$ cat config.mk
export PLATFORM = sky130hd
export DESIGN_NAME = i2c_bitbang_write_master_top_flat
export DESIGN_NICKNAME = d
export VERILOG_FILES = /design/src/rtl/i2cw_pkg.sv /design/src/rtl/i2cw_if.sv /design/src/rtl/i2cw_front.sv /design/src/rtl/i2cw_fifo.sv /design/src/rtl/i2cw_engine.sv /design/src/rtl/i2c_bitbang_write_master_top.sv /design/src/flat_wrapper.sv
export VERILOG_INCLUDE_DIRS = /design/src /design/src/rtl
export SDC_FILE = /design/constraint.sdc
export NUM_CORES = 1
export LEC_CHECK = 0
export BUFFER_PORTS_ARGS = -buffer_cell sky130_fd_sc_hd__buf_4
export CORE_ASPECT_RATIO = 0.75
export CORE_MARGIN = 2
export CORE_UTILIZATION = 55
export CTS_BUF_LIST = sky130_fd_sc_hd__clkbuf_8
export DETAILED_ROUTE_END_ITERATION = 12
export PLACE_DENSITY = 0.88
export SLEW_MARGIN = 20
export SYNTH_ARGS = -nofsm -noshare
export SYNTH_HDL_FRONTEND = slang
export SYNTH_SLANG_ARGS = --single-unit
export TNS_END_PERCENT = 50
$ cat constraint.sdc
create_clock -name i_clk -period 3.3 [get_ports i_clk]
set_clock_uncertainty 0.2 [all_clocks]
set_input_delay 0.495 -clock i_clk [delete_from_list [all_inputs] [get_ports i_clk]]
set_output_delay 0.495 -clock i_clk [all_outputs]
set_load 0.01 [all_outputs]
$ cat src/rtl/i2c_bitbang_write_master_top_defines.svh
// Assertion macros used by the I2C write master phase engine.
`ifndef I2C_BITBANG_WRITE_MASTER_TOP_DEFINES_SVH
`define I2C_BITBANG_WRITE_MASTER_TOP_DEFINES_SVH

// Checks that the consequent holds in the same cycle as the antecedent.
`define I2CW_ASSERT_NOW(label, ante, cons, msg) \
    label: assert property (@(posedge i_clk) disable iff (!i_rst_n) (ante) |-> (cons)) \
        else $error(msg);

// Checks that the consequent holds in the cycle after the antecedent.
`define I2CW_ASSERT_NEXT(label, ante, cons, msg) \
    label: assert property (@(posedge i_clk) disable iff (!i_rst_n) (ante) |=> (cons)) \
        else $error(msg);

`endif

$ cat src/rtl/i2cw_pkg.sv
package i2cw_pkg;

    localparam logic [1:0] CMD_NONE  = 2'd0;
    localparam logic [1:0] CMD_START = 2'd1;
    localparam logic [1:0] CMD_WRITE = 2'd2;
    localparam logic [1:0] CMD_STOP  = 2'd3;

    localparam logic [3:0] BYTE_BITS    = 4'd8;
    localparam logic [7:0] PHASE_TICKS_RST = 8'd1;
    localparam int unsigned Q_DEPTH_DEF = 2;

    typedef struct packed {
        logic       start;
        logic       write;
        logic       stop;
        logic [7:0] data_byte;
        logic       scl_hi;
        logic       sda_hi;
    } t_req;

    typedef struct packed {
        logic scl_release;
        logic sda_release;
        logic busy_res;
        logic done_res;
        logic ack_valid;
        logic ack_bit;
    } t_rsp;

endpackage

$ cat src/rtl/i2cw_if.sv
interface i2cw_req_if;
    logic       valid;
    logic       ready;
    logic [1:0] command;
    logic [7:0] data_byte;
    logic       scl_sense;
    logic       sda_sense;

    modport source(output valid, output command, output data_byte, output scl_sense,
                   output sda_sense, input ready);
    modport sink(input valid, input command, input data_byte, input scl_sense,
                 input sda_sense, output ready);
endinterface

interface i2cw_rsp_if;
    logic valid;
    logic ready;
    logic scl_release;
    logic sda_release;
    logic busy_res;
    logic done_res;
    logic ack_valid;
    logic ack_bit;

    modport source(output valid, output scl_release, output sda_release, output busy_res,
                   output done_res, output ack_valid, output ack_bit, input ready);
    modport sink(input valid, input scl_release, input sda_release, input busy_res,
                 input done_res, input ack_valid, input ack_bit, output ready);
endinterface

$ cat src/rtl/i2cw_front.sv
module i2cw_front import i2cw_pkg::*; (
    i2cw_req_if.sink i_req,
    input  logic     i_full,
    output logic     o_push,
    output t_req     o_req
);

    assign i_req.ready = !i_full;
    assign o_push      = i_req.valid && !i_full;

    always_comb begin
        o_req.start     = 1'b0;
        o_req.write     = 1'b0;
        o_req.stop      = 1'b0;
        o_req.data_byte = i_req.data_byte;
        o_req.scl_hi    = i_req.scl_sense;
        o_req.sda_hi    = i_req.sda_sense;
        case (i_req.command)
            CMD_NONE: begin
            end
            CMD_START: begin
                o_req.start = 1'b1;
            end
            CMD_WRITE: begin
                o_req.write = 1'b1;
            end
            CMD_STOP: begin
                o_req.stop = 1'b1;
            end
            default: begin
            end
        endcase
    end

endmodule

$ cat src/rtl/i2cw_fifo.sv
module i2cw_fifo import i2cw_pkg::*; #(
    parameter int unsigned DEPTH = Q_DEPTH_DEF
) (
    input  logic i_clk,
    input  logic i_rst_n,
    input  logic i_push,
    input  t_req i_wdata,
    input  logic i_pop,
    output logic o_full,
    output logic o_empty,
    output t_req o_rdata
);

    localparam int unsigned PW = $clog2(DEPTH);
    localparam int unsigned CW = $clog2(DEPTH + 1);

    t_req          r_mem [DEPTH];
    logic [PW-1:0] r_wr_ptr;
    logic [PW-1:0] r_rd_ptr;
    logic [CW-1:0] r_count;
    logic [PW-1:0] n_wr_ptr;
    logic [PW-1:0] n_rd_ptr;

    assign o_full   = (r_count == CW'(DEPTH));
    assign o_empty  = (r_count == '0);
    assign o_rdata  = r_mem[r_rd_ptr];
    assign n_wr_ptr = (r_wr_ptr == PW'(DEPTH - 1)) ? '0 : r_wr_ptr + 1'b1;
    assign n_rd_ptr = (r_rd_ptr == PW'(DEPTH - 1)) ? '0 : r_rd_ptr + 1'b1;

    always_ff @(posedge i_clk) begin
        if (i_push) begin
            r_mem[r_wr_ptr] <= i_wdata;
        end
    end

    always_ff @(posedge i_clk) begin
        if (!i_rst_n) begin
            r_wr_ptr <= '0;
            r_rd_ptr <= '0;
            r_count  <= '0;
        end else begin
            if (i_push) begin
                r_wr_ptr <= n_wr_ptr;
            end
            if (i_pop) begin
                r_rd_ptr <= n_rd_ptr;
            end
            case ({i_push, i_pop})
                2'b10:   r_count <= r_count + 1'b1;
                2'b01:   r_count <= r_count - 1'b1;
                default: r_count <= r_count;
            endcase
        end
    end

endmodule

$ cat src/rtl/i2cw_engine.sv
module i2cw_engine import i2cw_pkg::*; (
    input  logic       i_clk,
    input  logic       i_rst_n,
    input  logic       i_cfg_we,
    input  logic [7:0] i_cfg_wdata,
    input  logic       i_valid,
    input  t_req       i_req,
    output logic       o_pop,
    i2cw_rsp_if.source o_rsp
);

    `include "i2c_bitbang_write_master_top_defines.svh"

    localparam logic [3:0] PH_IDLE   = 4'd0;
    localparam logic [3:0] PH_ST_REL = 4'd1;
    localparam logic [3:0] PH_ST_SDA = 4'd2;
    localparam logic [3:0] PH_ST_SCL = 4'd3;
    localparam logic [3:0] PH_WR_DAT = 4'd4;
    localparam logic [3:0] PH_WR_CLK = 4'd5;
    localparam logic [3:0] PH_AK_SET = 4'd6;
    localparam logic [3:0] PH_AK_CLK = 4'd7;
    localparam logic [3:0] PH_AK_LOW = 4'd8;
    localparam logic [3:0] PH_SP_LOW = 4'd9;
    localparam logic [3:0] PH_SP_CLK = 4'd10;
    localparam logic [3:0] PH_SP_REL = 4'd11;

    logic [7:0] r_phase_ticks;
    logic [3:0] r_state;
    logic [7:0] r_shift;
    logic [3:0] r_bit;
    logic [7:0] r_cnt;
    logic       r_scl;
    logic       r_sda;
    logic       r_ack;
    logic       r_out_valid;
    t_rsp       r_out;

    logic [3:0] n_state;
    logic [7:0] n_shift;
    logic [3:0] n_bit;
    logic [7:0] n_cnt;
    logic       n_scl;
    logic       n_sda;
    logic       n_ack;
    logic       n_done;
    logic       n_ackv;

    logic [7:0] w_len;
    logic [8:0] w_inc;
    logic       w_rdy;
    logic       w_over;
    logic       w_enter;
    logic [3:0] w_target;

    assign o_pop = i_valid && (!r_out_valid || o_rsp.ready);
    assign w_len = (r_phase_ticks == 8'd0) ? 8'd1 : r_phase_ticks;
    assign w_inc = {1'b0, r_cnt} + 9'd1;

    always_comb begin
        case (r_state)
            PH_ST_REL, PH_WR_CLK, PH_AK_CLK, PH_SP_CLK: w_rdy = i_req.scl_hi;
            PH_SP_LOW: w_rdy = !i_req.sda_hi;
            default:   w_rdy = 1'b1;
        endcase
        w_over = w_rdy && (w_inc >= {1'b0, w_len});
    end

    always_comb begin
        n_state  = r_state;
        n_shift  = r_shift;
        n_bit    = r_bit;
        n_cnt    = r_cnt;
        n_scl    = r_scl;
        n_sda    = r_sda;
        n_ack    = r_ack;
        n_done   = 1'b0;
        n_ackv   = 1'b0;
        w_enter  = 1'b0;
        w_target = PH_IDLE;

        if (r_state != PH_IDLE) begin
            if (!w_rdy || w_over) begin
                n_cnt = 8'd0;
            end else begin
                n_cnt = w_inc[7:0];
            end
        end

        case (r_state)
            PH_IDLE: begin
                if (i_req.start) begin
                    w_enter  = 1'b1;
                    w_target = PH_ST_REL;
                end else if (i_req.write) begin
                    n_shift  = i_req.data_byte;
                    n_bit    = 4'd0;
                    w_enter  = 1'b1;
                    w_target = PH_WR_DAT;
                end else if (i_req.stop) begin
                    w_enter  = 1'b1;
                    w_target = PH_SP_LOW;
                end
            end
            PH_ST_REL: begin
                w_enter  = w_over;
                w_target = PH_ST_SDA;
            end
            PH_ST_SDA: begin
                w_enter  = w_over;
                w_target = PH_ST_SCL;
            end
            PH_WR_DAT: begin
                w_enter  = w_over;
                w_target = PH_WR_CLK;
            end
            PH_WR_CLK: begin
                if (w_over) begin
                    n_bit    = r_bit + 4'd1;
                    w_enter  = 1'b1;
                    w_target = (n_bit < BYTE_BITS) ? PH_WR_DAT : PH_AK_SET;
                end
            end
            PH_AK_SET: begin
                w_enter  = w_over;
                w_target = PH_AK_CLK;
            end
            PH_AK_CLK: begin
                if (w_over) begin
                    n_ack    = i_req.sda_hi;
                    w_enter  = 1'b1;
                    w_target = PH_AK_LOW;
                end
            end
            PH_SP_LOW: begin
                w_enter  = w_over;
                w_target = PH_SP_CLK;
            end
            PH_SP_CLK: begin
                w_enter  = w_over;
                w_target = PH_SP_REL;
            end
            PH_ST_SCL, PH_SP_REL: begin
                if (w_over) begin
                    n_state = PH_IDLE;
                    n_done  = 1'b1;
                end
            end
            PH_AK_LOW: begin
                if (w_over) begin
                    n_state = PH_IDLE;
                    n_done  = 1'b1;
                    n_ackv  = 1'b1;
                end
            end
            default: begin
                n_state = PH_IDLE;
                n_cnt   = 8'd0;
            end
        endcase

        if (w_enter) begin
            n_state = w_target;
            n_cnt   = 8'd0;
            case (w_target)
                PH_ST_REL: begin
                    n_scl = 1'b1;
                    n_sda = 1'b1;
                end
                PH_ST_SDA: n_sda = 1'b0;
                PH_ST_SCL: n_scl = 1'b0;
                PH_WR_DAT: begin
                    n_scl   = 1'b0;
                    n_sda   = n_shift[7];
                    n_shift = {n_shift[6:0], 1'b0};
                end
                PH_WR_CLK: n_scl = 1'b1;
                PH_AK_SET: begin
                    n_scl = 1'b0;
                    n_sda = 1'b1;
                end
                PH_AK_CLK: n_scl = 1'b1;
                PH_AK_LOW: n_scl = 1'b0;
                PH_SP_LOW: begin
                    n_scl = 1'b0;
                    n_sda = 1'b0;
                end
                PH_SP_CLK: n_scl = 1'b1;
                PH_SP_REL: n_sda = 1'b1;
                default: begin
                end
            endcase
        end
    end

    always_ff @(posedge i_clk) begin
        if (!i_rst_n) begin
            r_phase_ticks <= PHASE_TICKS_RST;
            r_state       <= PH_IDLE;
            r_shift       <= 8'd0;
            r_bit         <= 4'd0;
            r_cnt         <= 8'd0;
            r_scl         <= 1'b1;
            r_sda         <= 1'b1;
            r_ack         <= 1'b1;
            r_out_valid   <= 1'b0;
        end else begin
            if (i_cfg_we) begin
                r_phase_ticks <= i_cfg_wdata;
            end
            if (o_pop) begin
                r_state     <= n_state;
                r_shift     <= n_shift;
                r_bit       <= n_bit;
                r_cnt       <= n_cnt;
                r_scl       <= n_scl;
                r_sda       <= n_sda;
                r_ack       <= n_ack;
                r_out_valid <= 1'b1;
            end else if (o_rsp.ready) begin
                r_out_valid <= 1'b0;
            end
        end
    end

    always_ff @(posedge i_clk) begin
        if (o_pop) begin
            r_out.scl_release <= n_scl;
            r_out.sda_release <= n_sda;
            r_out.busy_res    <= (n_state != PH_IDLE);
            r_out.done_res    <= n_done;
            r_out.ack_valid   <= n_ackv;
            r_out.ack_bit     <= n_ack;
        end
    end

    assign o_rsp.valid       = r_out_valid;
    assign o_rsp.scl_release = r_out.scl_release;
    assign o_rsp.sda_release = r_out.sda_release;
    assign o_rsp.busy_res    = r_out.busy_res;
    assign o_rsp.done_res    = r_out.done_res;
    assign o_rsp.ack_valid   = r_out.ack_valid;
    assign o_rsp.ack_bit     = r_out.ack_bit;

    `I2CW_ASSERT_NEXT(a_start_enters, o_pop && (r_state == PH_IDLE) && i_req.start, (r_state == PH_ST_REL) && r_scl && r_sda, "Start request did not enter the release phase.")
    `I2CW_ASSERT_NEXT(a_hold_state, !o_pop, $stable(r_state) && $stable(r_cnt), "Phase state moved without a request.")
    `I2CW_ASSERT_NEXT(a_legal_state, o_pop, r_state <= PH_SP_REL, "Phase state left the legal range.")
    `I2CW_ASSERT_NOW(a_done_idle, r_out_valid && r_out.done_res, !r_out.busy_res, "Done reported while still busy.")

endmodule

$ cat src/rtl/i2c_bitbang_write_master_top.sv
// I2C write-only master with clock stretching. Each request is one clock tick carrying the
// sensed SCL and SDA levels and an optional command (start, write byte, stop), and each request
// yields exactly one response with the line drives and status after that tick. One request is
// accepted per clock cycle unless the queue is full, and the phase engine evaluates one tick per
// cycle unless its registered response is stalled. A small request queue sits between the input
// decode and the phase engine, so either side may stall on its own. The user must write the phase
// length register (i_cfg_we, i_cfg_wdata) only while the block is idle; the block does not check.
module i2c_bitbang_write_master_top import i2cw_pkg::*; #(
    parameter int unsigned QUEUE_DEPTH = Q_DEPTH_DEF
) (
    input  logic       i_clk,
    input  logic       i_rst_n,
    input  logic       i_cfg_we,
    input  logic [7:0] i_cfg_wdata,
    i2cw_req_if.sink   i_req,
    i2cw_rsp_if.source o_rsp
);

    logic w_full;
    logic w_empty;
    logic w_push;
    logic w_pop;
    t_req w_front_req;
    t_req w_queue_req;

    i2cw_front u_front (
        .i_req  (i_req),
        .i_full (w_full),
        .o_push (w_push),
        .o_req  (w_front_req)
    );

    i2cw_fifo #(
        .DEPTH (QUEUE_DEPTH)
    ) u_fifo (
        .i_clk   (i_clk),
        .i_rst_n (i_rst_n),
        .i_push  (w_push),
        .i_wdata (w_front_req),
        .i_pop   (w_pop),
        .o_full  (w_full),
        .o_empty (w_empty),
        .o_rdata (w_queue_req)
    );

    i2cw_engine u_engine (
        .i_clk       (i_clk),
        .i_rst_n     (i_rst_n),
        .i_cfg_we    (i_cfg_we),
        .i_cfg_wdata (i_cfg_wdata),
        .i_valid     (!w_empty),
        .i_req       (w_queue_req),
        .o_pop       (w_pop),
        .o_rsp       (o_rsp)
    );

endmodule
$ cat src/flat_wrapper.sv
// flat-port wrapper written by rule: the top's interface ports become plain ports
module i2c_bitbang_write_master_top_flat import i2cw_pkg::*;
#(
    parameter int unsigned QUEUE_DEPTH = Q_DEPTH_DEF
)
  (i_clk, i_rst_n, i_cfg_we, i_cfg_wdata, i_req_valid, i_req_command, i_req_data_byte, i_req_scl_sense, i_req_sda_sense, i_req_ready, o_rsp_valid, o_rsp_scl_release, o_rsp_sda_release, o_rsp_busy_res, o_rsp_done_res, o_rsp_ack_valid, o_rsp_ack_bit, o_rsp_ready);
  i2cw_req_if i_req_i ();
  i2cw_rsp_if o_rsp_i ();
  input  logic i_clk;
  input  logic i_rst_n;
  input  logic i_cfg_we;
  input  logic [7:0] i_cfg_wdata;
  input wire logic [$bits(i_req_i.valid)-1:0] i_req_valid;
  input wire logic [$bits(i_req_i.command)-1:0] i_req_command;
  input wire logic [$bits(i_req_i.data_byte)-1:0] i_req_data_byte;
  input wire logic [$bits(i_req_i.scl_sense)-1:0] i_req_scl_sense;
  input wire logic [$bits(i_req_i.sda_sense)-1:0] i_req_sda_sense;
  output wire logic [$bits(i_req_i.ready)-1:0] i_req_ready;
  output wire logic [$bits(o_rsp_i.valid)-1:0] o_rsp_valid;
  output wire logic [$bits(o_rsp_i.scl_release)-1:0] o_rsp_scl_release;
  output wire logic [$bits(o_rsp_i.sda_release)-1:0] o_rsp_sda_release;
  output wire logic [$bits(o_rsp_i.busy_res)-1:0] o_rsp_busy_res;
  output wire logic [$bits(o_rsp_i.done_res)-1:0] o_rsp_done_res;
  output wire logic [$bits(o_rsp_i.ack_valid)-1:0] o_rsp_ack_valid;
  output wire logic [$bits(o_rsp_i.ack_bit)-1:0] o_rsp_ack_bit;
  input wire logic [$bits(o_rsp_i.ready)-1:0] o_rsp_ready;
  assign i_req_i.valid = i_req_valid;
  assign i_req_i.command = i_req_command;
  assign i_req_i.data_byte = i_req_data_byte;
  assign i_req_i.scl_sense = i_req_scl_sense;
  assign i_req_i.sda_sense = i_req_sda_sense;
  assign i_req_ready = i_req_i.ready;
  assign o_rsp_valid = o_rsp_i.valid;
  assign o_rsp_scl_release = o_rsp_i.scl_release;
  assign o_rsp_sda_release = o_rsp_i.sda_release;
  assign o_rsp_busy_res = o_rsp_i.busy_res;
  assign o_rsp_done_res = o_rsp_i.done_res;
  assign o_rsp_ack_valid = o_rsp_i.ack_valid;
  assign o_rsp_ack_bit = o_rsp_i.ack_bit;
  assign o_rsp_i.ready = o_rsp_ready;
  i2c_bitbang_write_master_top #(.QUEUE_DEPTH(QUEUE_DEPTH)) u_core (.i_clk(i_clk), .i_rst_n(i_rst_n), .i_cfg_we(i_cfg_we), .i_cfg_wdata(i_cfg_wdata), .i_req(i_req_i), .o_rsp(o_rsp_i));
endmodule
==> results of run 1 <==
-- stage by stage --
stage / hold WS, ps / cells / worst slack [ps] / utilization, % / TNS [ps]
after floorplan: 243.7 / 401 / 1.180 / - / 0
after global placement: 270.6 / 528 / 105.6 / 63.55 / 0
after detailed placement: 273.2 / 528 / -0.1730 / 63.55 / -0.1730
after CTS: 98.70 / 545 / 9.700 / 66.75 / 0
after global routing: 97.22 / 551 / -44.06 / 69.16 / -236.4
final: 112.8 / 551 / 46.57 / 69.16 / 0
-- final timing paths --
| path | slack (ps) | startpoint | end |
|---|---|---|---|
| max | 50 | u_core.u_engine.r_cnt[2] | u_core.u_engine.r_shift[0] |
| min | 110 | i_req_data_byte[3] | u_core.u_fifo.r_mem[1][5] |
| max reg2reg | 50 | u_core.u_engine.r_cnt[2] | u_core.u_engine.r_shift[0] |
| min reg2reg | 310 | u_core.u_engine.r_phase_ticks[0] | u_core.u_engine.r_phase_ticks[0] |
-- logic make-up after synthesis --
logic type	count (synthesis)	synth area share, %
and+or+nand+nor	146	20.96
AOI/OAI and AO/OA	105	18.82
DFF	73	44.81
buffers and inverters	34	4.154
muxes	22	5.601
adders and majority gates	11	3.461
xor gates and xnor gates	10	2.203
-- report_power, final --
part           switching, mW  internal, mW
clock network          0.359         0.353
logic                   1.09         0.838
registers              0.157          1.17
-- placed cells by master (no fill, tap or decap), types with 6 or more instances in the layout --
cell      Yosys  layout
inv_1        11      11
nor2b_1      23      22
clkbuf_8      0       9
o21ai_0      19      18
dfxtp_1      41      37
nand3b_1      6       6
ha_1         11      10
o21ai_1       8       9
nand2_1      27      27
a21boi_1      7       7
a211oi_1     11       8
buf_4         0      53
a21oi_1      13       9
mux2i_1      20      20
nor2_1       29      29
and2_1       11      11
edfxtp_1     32      32
-- final cells by class --
cell class              count  area, um2  area share [%]
clock inverters             7      76.32           1.600
inverters                  13      48.80           1.023
repair buffers             57      442.9           9.286
well taps                  98      122.6           2.571
multi-input cells         294       2168           45.46
clock buffers               9      123.9           2.597
flip-flops and latches     73       1787           37.46
-- timing repair --
action                                  CTS  global route
pin swaps                                 1            14
buffers inserted                          1             5
cloned                                    0             1
gates resized for setup                   2            27
endpoints found under the setup margin    7            13
-- metal layers --
metal	wire [um]	GRT usage (%)	vias up	part of all wire (%)
li1	-	-	1575	-
met1	3880	31.32	1627	41
met2	4700	39.67	165	49
met3	750	6.577	29	7.9
met4	178	8.400	0	1.9
met5	0	0	-	0
-- state kept, by name (all words and copies together), names as in the netlist, named ones only --
name / count
u_core.u_engine.o_rsp.busy_res: 1
u_core.u_engine.r_phase_ticks: 8
u_core.u_engine.o_rsp.ack_valid: 1
u_core.u_engine.o_rsp.done_res: 1
u_core.u_engine.r_state: 4
u_core.u_engine.o_rsp.scl_release: 1
u_core.u_engine.r_bit: 4
u_core.u_engine.o_rsp.valid: 1
u_core.u_fifo.r_rd_ptr: 1
u_core.u_engine.r_scl: 1
u_core.u_engine.o_rsp.sda_release: 1
u_core.u_engine.r_cnt: 8
u_core.u_fifo.r_mem: 26
u_core.u_engine.r_sda: 1
u_core.u_fifo.r_count: 2
u_core.u_fifo.r_wr_ptr: 1
u_core.u_engine.r_ack: 1
u_core.u_engine.o_rsp.ack_bit: 1
u_core.u_engine.r_shift: 8
-- worst max-delay path, cell delays in order (launching register included) --
cell,delay (ps)
dfxtp_2,390
and3_1,210
and3_4,210
nand3_1,90
xnor2_1,270
ha_1,350
nor2b_1,110
o211ai_1,110
o21bai_1,180
nand2_1,120
buf_4,160
a211oi_4,330
buf_6,170
o31ai_1,70
and2_1,170
==> metrics.md, run 1 <==
| Metric | Value |
|---|---|
| Worst-Skew Late Latency | 360 ps |
| DP Area | 4383 um2 |
| Slew @ Worst Pin | 765.4 ps |
| CTS tree | yes |
| Clock Sinks | 73 |
| Crit end category | register |
| Slew HR | 48.63% |
| Largest net degree at the start of global routing | 38 |
| IO buf count | 32 |
| Mapped Nets | 437 |
| Yosys top cell area share | 24.17% |
| Clock transition at path regs | 80 ps |
| Root Buffer Master | clkbuf_8 |
| Mapped cell area | 3976 um2 |
| Die area | 7933 um2 |
| Pwr Total | 3.965 mW |
| Area leader, netlist | edfxtp_1 |
| GRT Util Overall | 24.38% |
| Final Slew Violations | 0 |
| Hold/Removal Path Class | in2reg |
| Fmax | 307.4 MHz |
| Average cell area after synthesis | 9.916 um2 |
| Area Overhead vs Synth | 19.95% |
| Post-Synthesis Cells | 401 |
| Yosys reg bits | 73 |
| Max-cap viol count | 0 |
| Minimum clock period | 3253 ps |
| Crit Path Class | reg2reg |
| TritonCTS Buffers | 9 |
| Fillers | 501 |
| DPL Wire Length | 6.251 mm |
| Predominant post-synthesis flop cell | dfxtp_1 |
| Congestion Overflow GR | 0 |
| Synth Warn # | 0 |
| CTS Hold Buffers Added | 0 |
| Post-synth ARST share | 0% |
| Vias | 3,396 |
| Vias in the first global route | 3,266 |
| FP Rows | 26 |
| Share of cells above drive strength 1 | 25.39% |
| WP data arrival | 3310 ps |
| Ranking of synthesized cells by area | edfxtp_1 24%, dfxtp_1 21%, mux2i_1 5.0% |
| ANT nets after route | 0 |
| Final Cycle Share | 98.59% |
| Pwr dens | 831.2 nW/um2 |
| Most numerous cell in the Yosys netlist | dfxtp_1 |
| Hold-critical path depth | 1 |
| Outcome | complete, no violations |
| First-pass GRT wire length | 15.13 mm |
| Critical path peak fanout | 6 |
| # DRC | 0 |
| Initial Util | 57.66% |
| R2R depth | 14 |
| IO Pins | 33 |
| Core footprint | 6897 um2 |
| Top cells by count, synth | 41 x dfxtp_1, 32 x edfxtp_1, 29 x nor2_1 |
| Width of the die | 102.2 um |
| Initial antenna violation count | 0 |
| Final Hold Viols | 0 |
| CTS max path bufs | 2 |
| RD Place Congestion | 0.9826 |
| WP data required | 3360 ps |
| Endpoints failing setup | 0 |
| Die Y-Extent | 77.64 um |
| Finished Cell Area | 4770 um2 |
| Drt total wl | 9.510 mm |
| Pre-antenna DRT Iters | 6 |
| Average wire per standard cell | 17.26 um |
| ANT cells | 0 |
| Vias per cell | 6.163 |
| H-Tree Depth | 3 |
| Post-synth EDFFs | 32 |
| Share of the yosys chip area belonging to registers | 44.81% |
| VDD IR max | 0.0005514 V |
| Synth cell types | 70 |
| Leakage | 1.778 nW |
| Worst setup SP type | register |
| NumNets Final | 484 |
| Drt initial violations | 218 |
Note: power is estimated with default switching activity, not from simulation.
==> inputs of run 2 (changes only) <==
Settings changed: CORE_ASPECT_RATIO 0.75 to unset.
==> run 2 against run 1 <==
- the run now ends with setup timing left
- non-clock buffer count up 5
- via count down 0.74%
- routed wire length down 2.8%
- clock power about the same
- global-route usage down 0.60 points
- worst setup slack worse by 73 ps
- critical path depth down 1
==> metrics.md, run 2 (same netlist as run 1, synthesis figures left out) <==
| Metric | Value |
|---|---|
| Average wire per standard cell | 16.68 um (was 17.26 um) |
| Final Hold Viols | 0 (unchanged) |
| Logic gate share of total power | 50.3% (was 48.7%) |
| Initial antenna violation count | 0 (unchanged) |
| Hold Path Origin | i_req_data_byte[1] (was i_req_data_byte[3]) |
| RSZ-0062 raised after global routing | yes |
| Fin cells | 554 (was 551) |
| Die Y-Extent | 89.03 um (was 77.64 um) |
| Drt initial violations | 311 (was 218) |
| Fillers | 502 (was 501) |
| Failing checks | setup timing |
| Power Internal | 2.457 mW (was 2.358 mW) |
| Root Buffer Master | clkbuf_8 (unchanged) |
| Hold/Removal Path Class | in2reg (unchanged) |
| Slew HR | 57.50% (was 48.63%) |
| Register share of total power | 32.2% (was 33.4%) |
| Reg2reg setup slack | -30 ps (was 50 ps) |
| Pwr Total | 4.075 mW (was 3.965 mW) |
| H-Tree Depth | 3 (unchanged) |
| ANT cells | 0 (unchanged) |
| Congestion Overflow GR | 0 (unchanged) |
| Endpoints failing setup | 2 (was 0) |
| R2R depth | 13 (was 14) |
| Largest net degree at the start of global routing | 38 (unchanged) |
| Pre-antenna DRT Iters | 5 (was 6) |
| Fmax | 300.6 MHz (was 307.4 MHz) |
| Max-cap viol count | 0 (unchanged) |
| Area occupied by multi-input gates | 2172 um2 (was 2168 um2) |
| Outcome | complete, but fails checks (was complete, no violations) |
| Pwr dens | 843.3 nW/um2 (was 831.2 nW/um2) |
| Worst-Skew Late Latency | 370 ps (was 360 ps) |
| Drt total wl | 9.240 mm (was 9.510 mm) |
| Die area | 7925 um2 (was 7933 um2) |
| First-pass GRT wire length | 14.37 mm (was 15.13 mm) |
| # DRC | 0 (unchanged) |
| FF-to-FF Start | u_core.u_engine.r_cnt[1] (was u_core.u_engine.r_cnt[2]) |
| Psw | 1.618 mW (was 1.607 mW) |
| Clock transition at path regs | 90 ps (was 80 ps) |
| Worst setup SP type | register (unchanged) |
| ANT nets after route | 0 (unchanged) |
| VDD IR max | 0.0004413 V (was 0.0005514 V) |
| Area Overhead vs Synth | 21.52% (was 19.95%) |
| Crit Path Class | reg2reg (unchanged) |
| Clock Sinks | 73 (unchanged) |
| Switching share of power | 39.70% (was 40.53%) |
| CTS Hold Buffers Added | 0 (unchanged) |
| Fin Hold WS | 105.6 ps (was 112.8 ps) |
| Crit end category | register (unchanged) |
| Final Cycle Share | 100.8% (was 98.59%) |
| CTS tree | yes (unchanged) |
| Final Slew Violations | 0 (unchanged) |
| Most flops, register | u_core.u_fifo.r_mem (unchanged) |
| GRT Util Overall | 23.77% (was 24.38%) |
| NumNets Final | 489 (was 484) |
| Setup ws final | -26.42 ps (was 46.57 ps) |
| Width of the die | 89.03 um (was 102.2 um) |
| Vias in the first global route | 3,114 (was 3,266) |
| Hold-critical path depth | 1 (unchanged) |
| WP data required | 3220 ps (was 3360 ps) |
| CTS max path bufs | 2 (unchanged) |
| End-of-flow core utilization | 69.96% (was 69.16%) |
| Clk pwr share | 17.5% (was 18.0%) |
| Critical path peak fanout | 6 (unchanged) |
| Leakage | 1.820 nW (was 1.778 nW) |
| Slew @ Worst Pin | 637.5 ps (was 765.4 ps) |
| Post-Place Cells | 526 (was 528) |
| Minimum clock period | 3326 ps (was 3253 ps) |
| RD Place Congestion | 0.9274 (was 0.9826) |
| DPL Wire Length | 5.930 mm (was 6.251 mm) |
| FP Rows | 30 (was 26) |
| IO buf count | 32 (unchanged) |
| CP startpoint | u_core.u_engine.r_cnt[1] (was u_core.u_engine.r_cnt[2]) |
| Most common cell after layout, fill and taps aside | buf_4 (unchanged) |
| Most frequent cells in the layout | 57 x buf_4, 38 x dfxtp_1, 32 x edfxtp_1 (was 53 x buf_4, 37 x dfxtp_1, 32 x edfxtp_1) |
| Initial Util | 57.57% (was 57.66%) |
| IO Pins | 33 (unchanged) |
| Share of cells above drive strength 1 | 26.20% (was 25.39%) |
| Reg area | 1785 um2 (was 1787 um2) |
| Setup TNS | -29.82 ps (was 0 ps) |
| WP data arrival | 3240 ps (was 3310 ps) |
| Vias per cell | 6.085 (was 6.163) |
| Core footprint | 6907 um2 (was 6897 um2) |
| TritonCTS Buffers | 9 (unchanged) |
| Max reg flops | 26 (unchanged) |
| Vias | 3,371 (was 3,396) |
[run 2: changes by cell type in the layout (fill, tap and decap cells not counted), sizes merged]
cell,before,now
buf,57,62
clkinv,3,5
clkinvlp,3,2
inv,13,12
[run 2: what timing repair did]
item	4_1_cts	5_1_grt
hold endpoints to repair	0	0
setup buffers	5	6
pin swaps	3	11
setup endpoints to repair	10	17
resized for setup	3	28
cloned	1	0
[run 2: path summary, 6_finish.rpt]
kind / to
setup / recovery: u_core.u_engine.o_rsp.busy_res
hold / removal: u_core.u_fifo.r_mem[0][3]
setup reg to reg: u_core.u_engine.o_rsp.busy_res
hold reg to reg: u_core.u_engine.r_phase_ticks[0]
[run 2: area by class of cell]
type                            instances  share of cell area (%)
Clock inverter                          7                   1.502
Multi-Input combinational cell        294                   44.95
Sequential cell                        73                   36.95
Clock buffer                            9                   2.563
Timing Repair Buffer                   62                   10.54
Tap cell                               96                   2.486
Inverter                               13                   1.010
[run 2: power by group through the flow]
stage	clock [mW]	sequential (mW)	combinational [mW]
floorplan	0	1.27	1.29
global placement	0	1.31	1.67
detailed placement	0	1.32	1.72
CTS	0.710	1.30	1.83
global route	0.744	1.33	2.21
finish	0.713	1.31	2.05
[run 2: metrics by stage]
step	area (um2)	setup WS, ps
2_1_floorplan	4001	1.180
3_3_place_gp	4393	105.3
3_5_place_dp	4393	-45.65
4_1_cts	4666	5.771
5_1_grt	4832	-93.72
6_report	4832	-26.42
[run 2: per-layer routing]
metal	track usage, %	part of all wire (%)	vias up	wire length, um
met5	0	0	-	0
met1	29.27	42	1623	3859
li1	-	-	1584	-
met4	10.85	3.1	0	285
met2	40.09	50	132	4598
met3	5.171	5.4	32	497
[run 2: worst max-delay path, cell delays in order, from the launching register on]
cell,delay (ps)
dfxtp_2,380
ha_4,140
and3_4,220
nand3_4,100
xnor2_2,230
ha_1,300
a211oi_2,250
nor2b_2,220
o211a_4,190
nor3_4,70
buf_4,140
a21oi_1,200
o32ai_1,90
or3_1,310
==> inputs of run 3 (changes only) <==
Settings changed: SYNTH_HIERARCHICAL set to 1.
==> run 3 against run 2 <==
- sequential share of layout area is 2.9 points higher
- count of clock-buffer cells in the layout stayed put
- final cell count is 9.4% lower
- via count is 9.6% lower
- register-to-register slack better by 30 ps
- synthesized cell count is 6.2% lower
- design area is 7.0% lower
- non-clock buffer count is 11 lower
- utilization is 3.4 points lower
- flip-flop and latch count stayed put
- the flow still finishes with violations (setup timing)
- first-iteration DRC count is 5.1% higher
==> metrics.md, run 3 <==
| Metric | Value |
|---|---|
| Share of cells above drive strength 1 | 27.73% (was 26.20%) |
| Worst-Skew Late Latency | 360 ps (was 370 ps) |
| Most frequent cells in the layout | 49 x buf_4, 37 x dfxtp_1, 36 x nand2_1 (was 57 x buf_4, 38 x dfxtp_1, 32 x edfxtp_1) |
| Critical path's slowest cell | dfxtp_4 (was dfxtp_2) |
| Initial antenna violation count | 0 (unchanged) |
| Ranking of synthesized cells by area | edfxtp_1 25%, dfxtp_1 22%, mux2_2 4.4% (was edfxtp_1 24%, dfxtp_1 21%, mux2i_1 5.0%) |
| Compound-Gate Fraction of Synth Area | 15.58% (was 18.82%) |
| Most numerous cell in the Yosys netlist | dfxtp_1 (unchanged) |
| Pre-antenna DRT Iters | 5 (unchanged) |
| Top cells by count, synth | 41 x dfxtp_1, 36 x nand2_1, 32 x edfxtp_1 (was 41 x dfxtp_1, 32 x edfxtp_1, 29 x nor2_1) |
| Yosys top cell area share | 25.19% (was 24.17%) |
| Post-synth EDFFs | 32 (unchanged) |
| Yosys reg bits | 73 (unchanged) |
| Final Hold Viols | 0 (unchanged) |
| Leakage | 1.800 nW (was 1.820 nW) |
| Largest net degree at the start of global routing | 21 (was 38) |
| IO Pins | 33 (unchanged) |
| Initial Util | 56.46% (was 57.57%) |
| Setup ws final | -0.8737 ps (was -26.42 ps) |
| Critical path peak fanout | 6 (unchanged) |
| Width of the die | 87.29 um (was 89.03 um) |
| Family with the most delay on the worst path | simple AND/OR/NAND/NOR gates (unchanged) |
| Drt total wl | 8.864 mm (was 9.240 mm) |
| Share of the yosys chip area belonging to registers | 46.70% (was 44.81%) |
| Bufs and invs on worst path | 0 (was 1) |
| Mapped cell area | 3815 um2 (was 3976 um2) |
| Most frequent cell on the critical path | and3_4 |
| Fmax | 303.0 MHz (was 300.6 MHz) |
| Largest family of logic cells by synthesized area | simple AND/OR/NAND/NOR gates (unchanged) |
| Area Overhead vs Synth | 17.81% (was 21.52%) |
| DP Area | 4159 um2 (was 4393 um2) |
| WP data required | 3210 ps (was 3220 ps) |
| Synth Warn # | 6 (was 0) |
| Final Slew Violations | 0 (unchanged) |
| Finished Cell Area | 4494 um2 (was 4832 um2) |
| CTS tree | yes (unchanged) |
| Clock Sinks | 73 (unchanged) |
| Average cell area after synthesis | 10.15 um2 (was 9.916 um2) |
| DPL Wire Length | 6.042 mm (was 5.930 mm) |
| RD Place Congestion | 0.9742 (was 0.9274) |
| Core footprint | 6756 um2 (was 6907 um2) |
| Crit end category | register (unchanged) |
| Area leader, netlist | edfxtp_1 (unchanged) |
| Synth Area in Adders | 3.608% (was 3.461%) |
| ANT nets after route | 0 (unchanged) |
| Post-synth ARST share | 0% (unchanged) |
| Crit Path Class | reg2reg (unchanged) |
| Predominant post-synthesis flop cell | dfxtp_1 (unchanged) |
| CTS Hold Buffers Added | 0 (unchanged) |
| Critical Path, Cell by Cell | nand3_1, nor2_2, nand3_2, xnor2_2, ha_1, and3_4, nor2b_4, or3_4, o211ai_4, and3_4, a311oi_1, mux2_1 (was ha_4, and3_4, nand3_4, xnor2_2, ha_1, a211oi_2, nor2b_2, o211a_4, nor3_4, buf_4, a21oi_1, o32ai_1, or3_1) |
| GRT Util Overall | 24.01% (was 23.77%) |
| Max-cap viol count | 0 (unchanged) |
| Outcome | complete, but fails checks (unchanged) |
| Minimum clock period | 3301 ps (was 3326 ps) |
| Vias per cell | 6.072 (was 6.085) |
| Die area | 7619 um2 (was 7925 um2) |
| VDD IR max | 0.0004541 V (was 0.0004413 V) |
| TritonCTS Buffers | 9 (unchanged) |
| Hold/Removal Path Class | in2reg (unchanged) |
| CTS max path bufs | 2 (unchanged) |
| NumNets Final | 453 (was 489) |
| # DRC | 0 (unchanged) |
| Slew @ Worst Pin | 817.3 ps (was 637.5 ps) |
| FP Rows | 30 (unchanged) |
| XOR/XNOR Fraction of Synth Area | 1.837% (was 2.203%) |
| Drt initial violations | 327 (was 311) |
| Max reg flops | 26 (unchanged) |
| Multiplexer share of the synthesized area | 8.167% (was 5.601%) |
| WP data arrival | 3210 ps (was 3240 ps) |
| Pwr dens | 744.2 nW/um2 (was 843.3 nW/um2) |
| CP peak stage delay | 380 ps (about the same) |
| Setup TNS | -0.8737 ps (was -29.82 ps) |
| Worst setup SP type | register (unchanged) |
| Failing checks | setup timing (unchanged) |
| First-pass GRT wire length | 13.94 mm (was 14.37 mm) |
| H-Tree Depth | 3 (unchanged) |
| Post-Synth Simple-Gate Area | 18.83% (was 20.96%) |
| Final Cycle Share | 100.0% (was 100.8%) |
| Clock transition at path regs | 80 ps (was 90 ps) |
| Endpoints failing setup | 1 (was 2) |
| Vias | 3,048 (was 3,371) |
| Mapped Nets | 412 (was 437) |
| IO buf count | 32 (unchanged) |
| Vias in the first global route | 2,940 (was 3,114) |
| Post-Synthesis Cells | 376 (was 401) |
| ANT cells | 0 (unchanged) |
| Average wire per standard cell | 17.66 um (was 16.68 um) |
| Die Y-Extent | 87.29 um (was 89.03 um) |
| Most flops, register | u_core/u_fifo/r_mem (was u_core.u_fifo.r_mem) |
| Most common cell after layout, fill and taps aside | buf_4 (unchanged) |
| Congestion Overflow GR | 0 (unchanged) |
| Slew HR | 45.46% (was 57.50%) |
| Root Buffer Master | clkbuf_8 (unchanged) |
| Synth cell types | 66 (was 70) |
-- run 3: cell types whose count changed in the layout (fill, tap and decap cells not counted), moves of 9 or more --
cell	delta
o21ai_1	-9
nand2_1	+9
nor2b_1	-17
mux2_2	+13
-- run 3: final timing paths --
| kind | cells past startpoint | slack (ps) | startpoint | end |
|---|---|---|---|---|
| max | 12 | -0.9 | u_core/u_engine/r_cnt[2] | u_core/u_engine/o_rsp.scl_release |
| min | 1 | 120 | i_req_sda_sense | u_core/u_fifo/r_mem[1][0] |
| max reg2reg | 12 | -0.9 | u_core/u_engine/r_cnt[2] | u_core/u_engine/o_rsp.scl_release |
| min reg2reg | 1 | 270 | u_core/u_engine/r_shift[0] | u_core/u_engine/r_shift[0] |
-- run 3: routing by layer --
metal  up-vias  GRT usage (%)  part of all wire [%]
met4         0          12.45                   3.9
met2       141          40.01                    50
met1      1436          28.80                    40
met3        39          5.592                   6.2
li1       1432              -                     -
met5         -              0                     0
-- run 3: logic make-up after synthesis --
logic type	after synthesis
AOI/OAI and AO/OA	75
xor gates and xnor gates	8
adders and majority gates	11
buffers and inverters	41
DFF	73
muxes	29
and+or+nand+nor	139
-- run 3: what timing repair did --
item / 4_1_cts / 5_1_grt
setup buffers: 0 / 2
pin swaps: 0 / 12
setup endpoints to repair: 9 / 24
gates resized for setup: 6 / 21
-- run 3: metrics by stage --
stage	total power, mW	util [%]	std cells	setup WS [ps]	hold slack, ps
after detailed placement	2.520	61.56	484	-38.43	251.4
after floorplan	2.131	-	376	5.492	231.2
after CTS	3.269	65.00	500	0.8489	103.0
after global placement	2.471	61.56	484	49.79	245.0
final	3.345	66.52	502	-0.8737	118.6
after global routing	3.506	66.52	502	-88.66	107.1
-- run 3: power breakdown --
group          leakage, nW  switching [mW]  total [mW]  internal [mW]
Sequential           0.636           0.137        1.26           1.13
Combinational         1.06           0.758        1.35          0.593
Clock                0.103           0.367       0.730          0.363
-- run 3: final cells by class --
cell class / count / area [um2]
clock buffer: 9 / 123.9
clock inverter: 7 / 83.83
fill: 482 / 2262
inverter: 20 / 75.07
multi-input combinational: 262 / 1932
sequential: 73 / 1789
tap: 80 / 100.1
timing repair buffer: 51 / 390.4
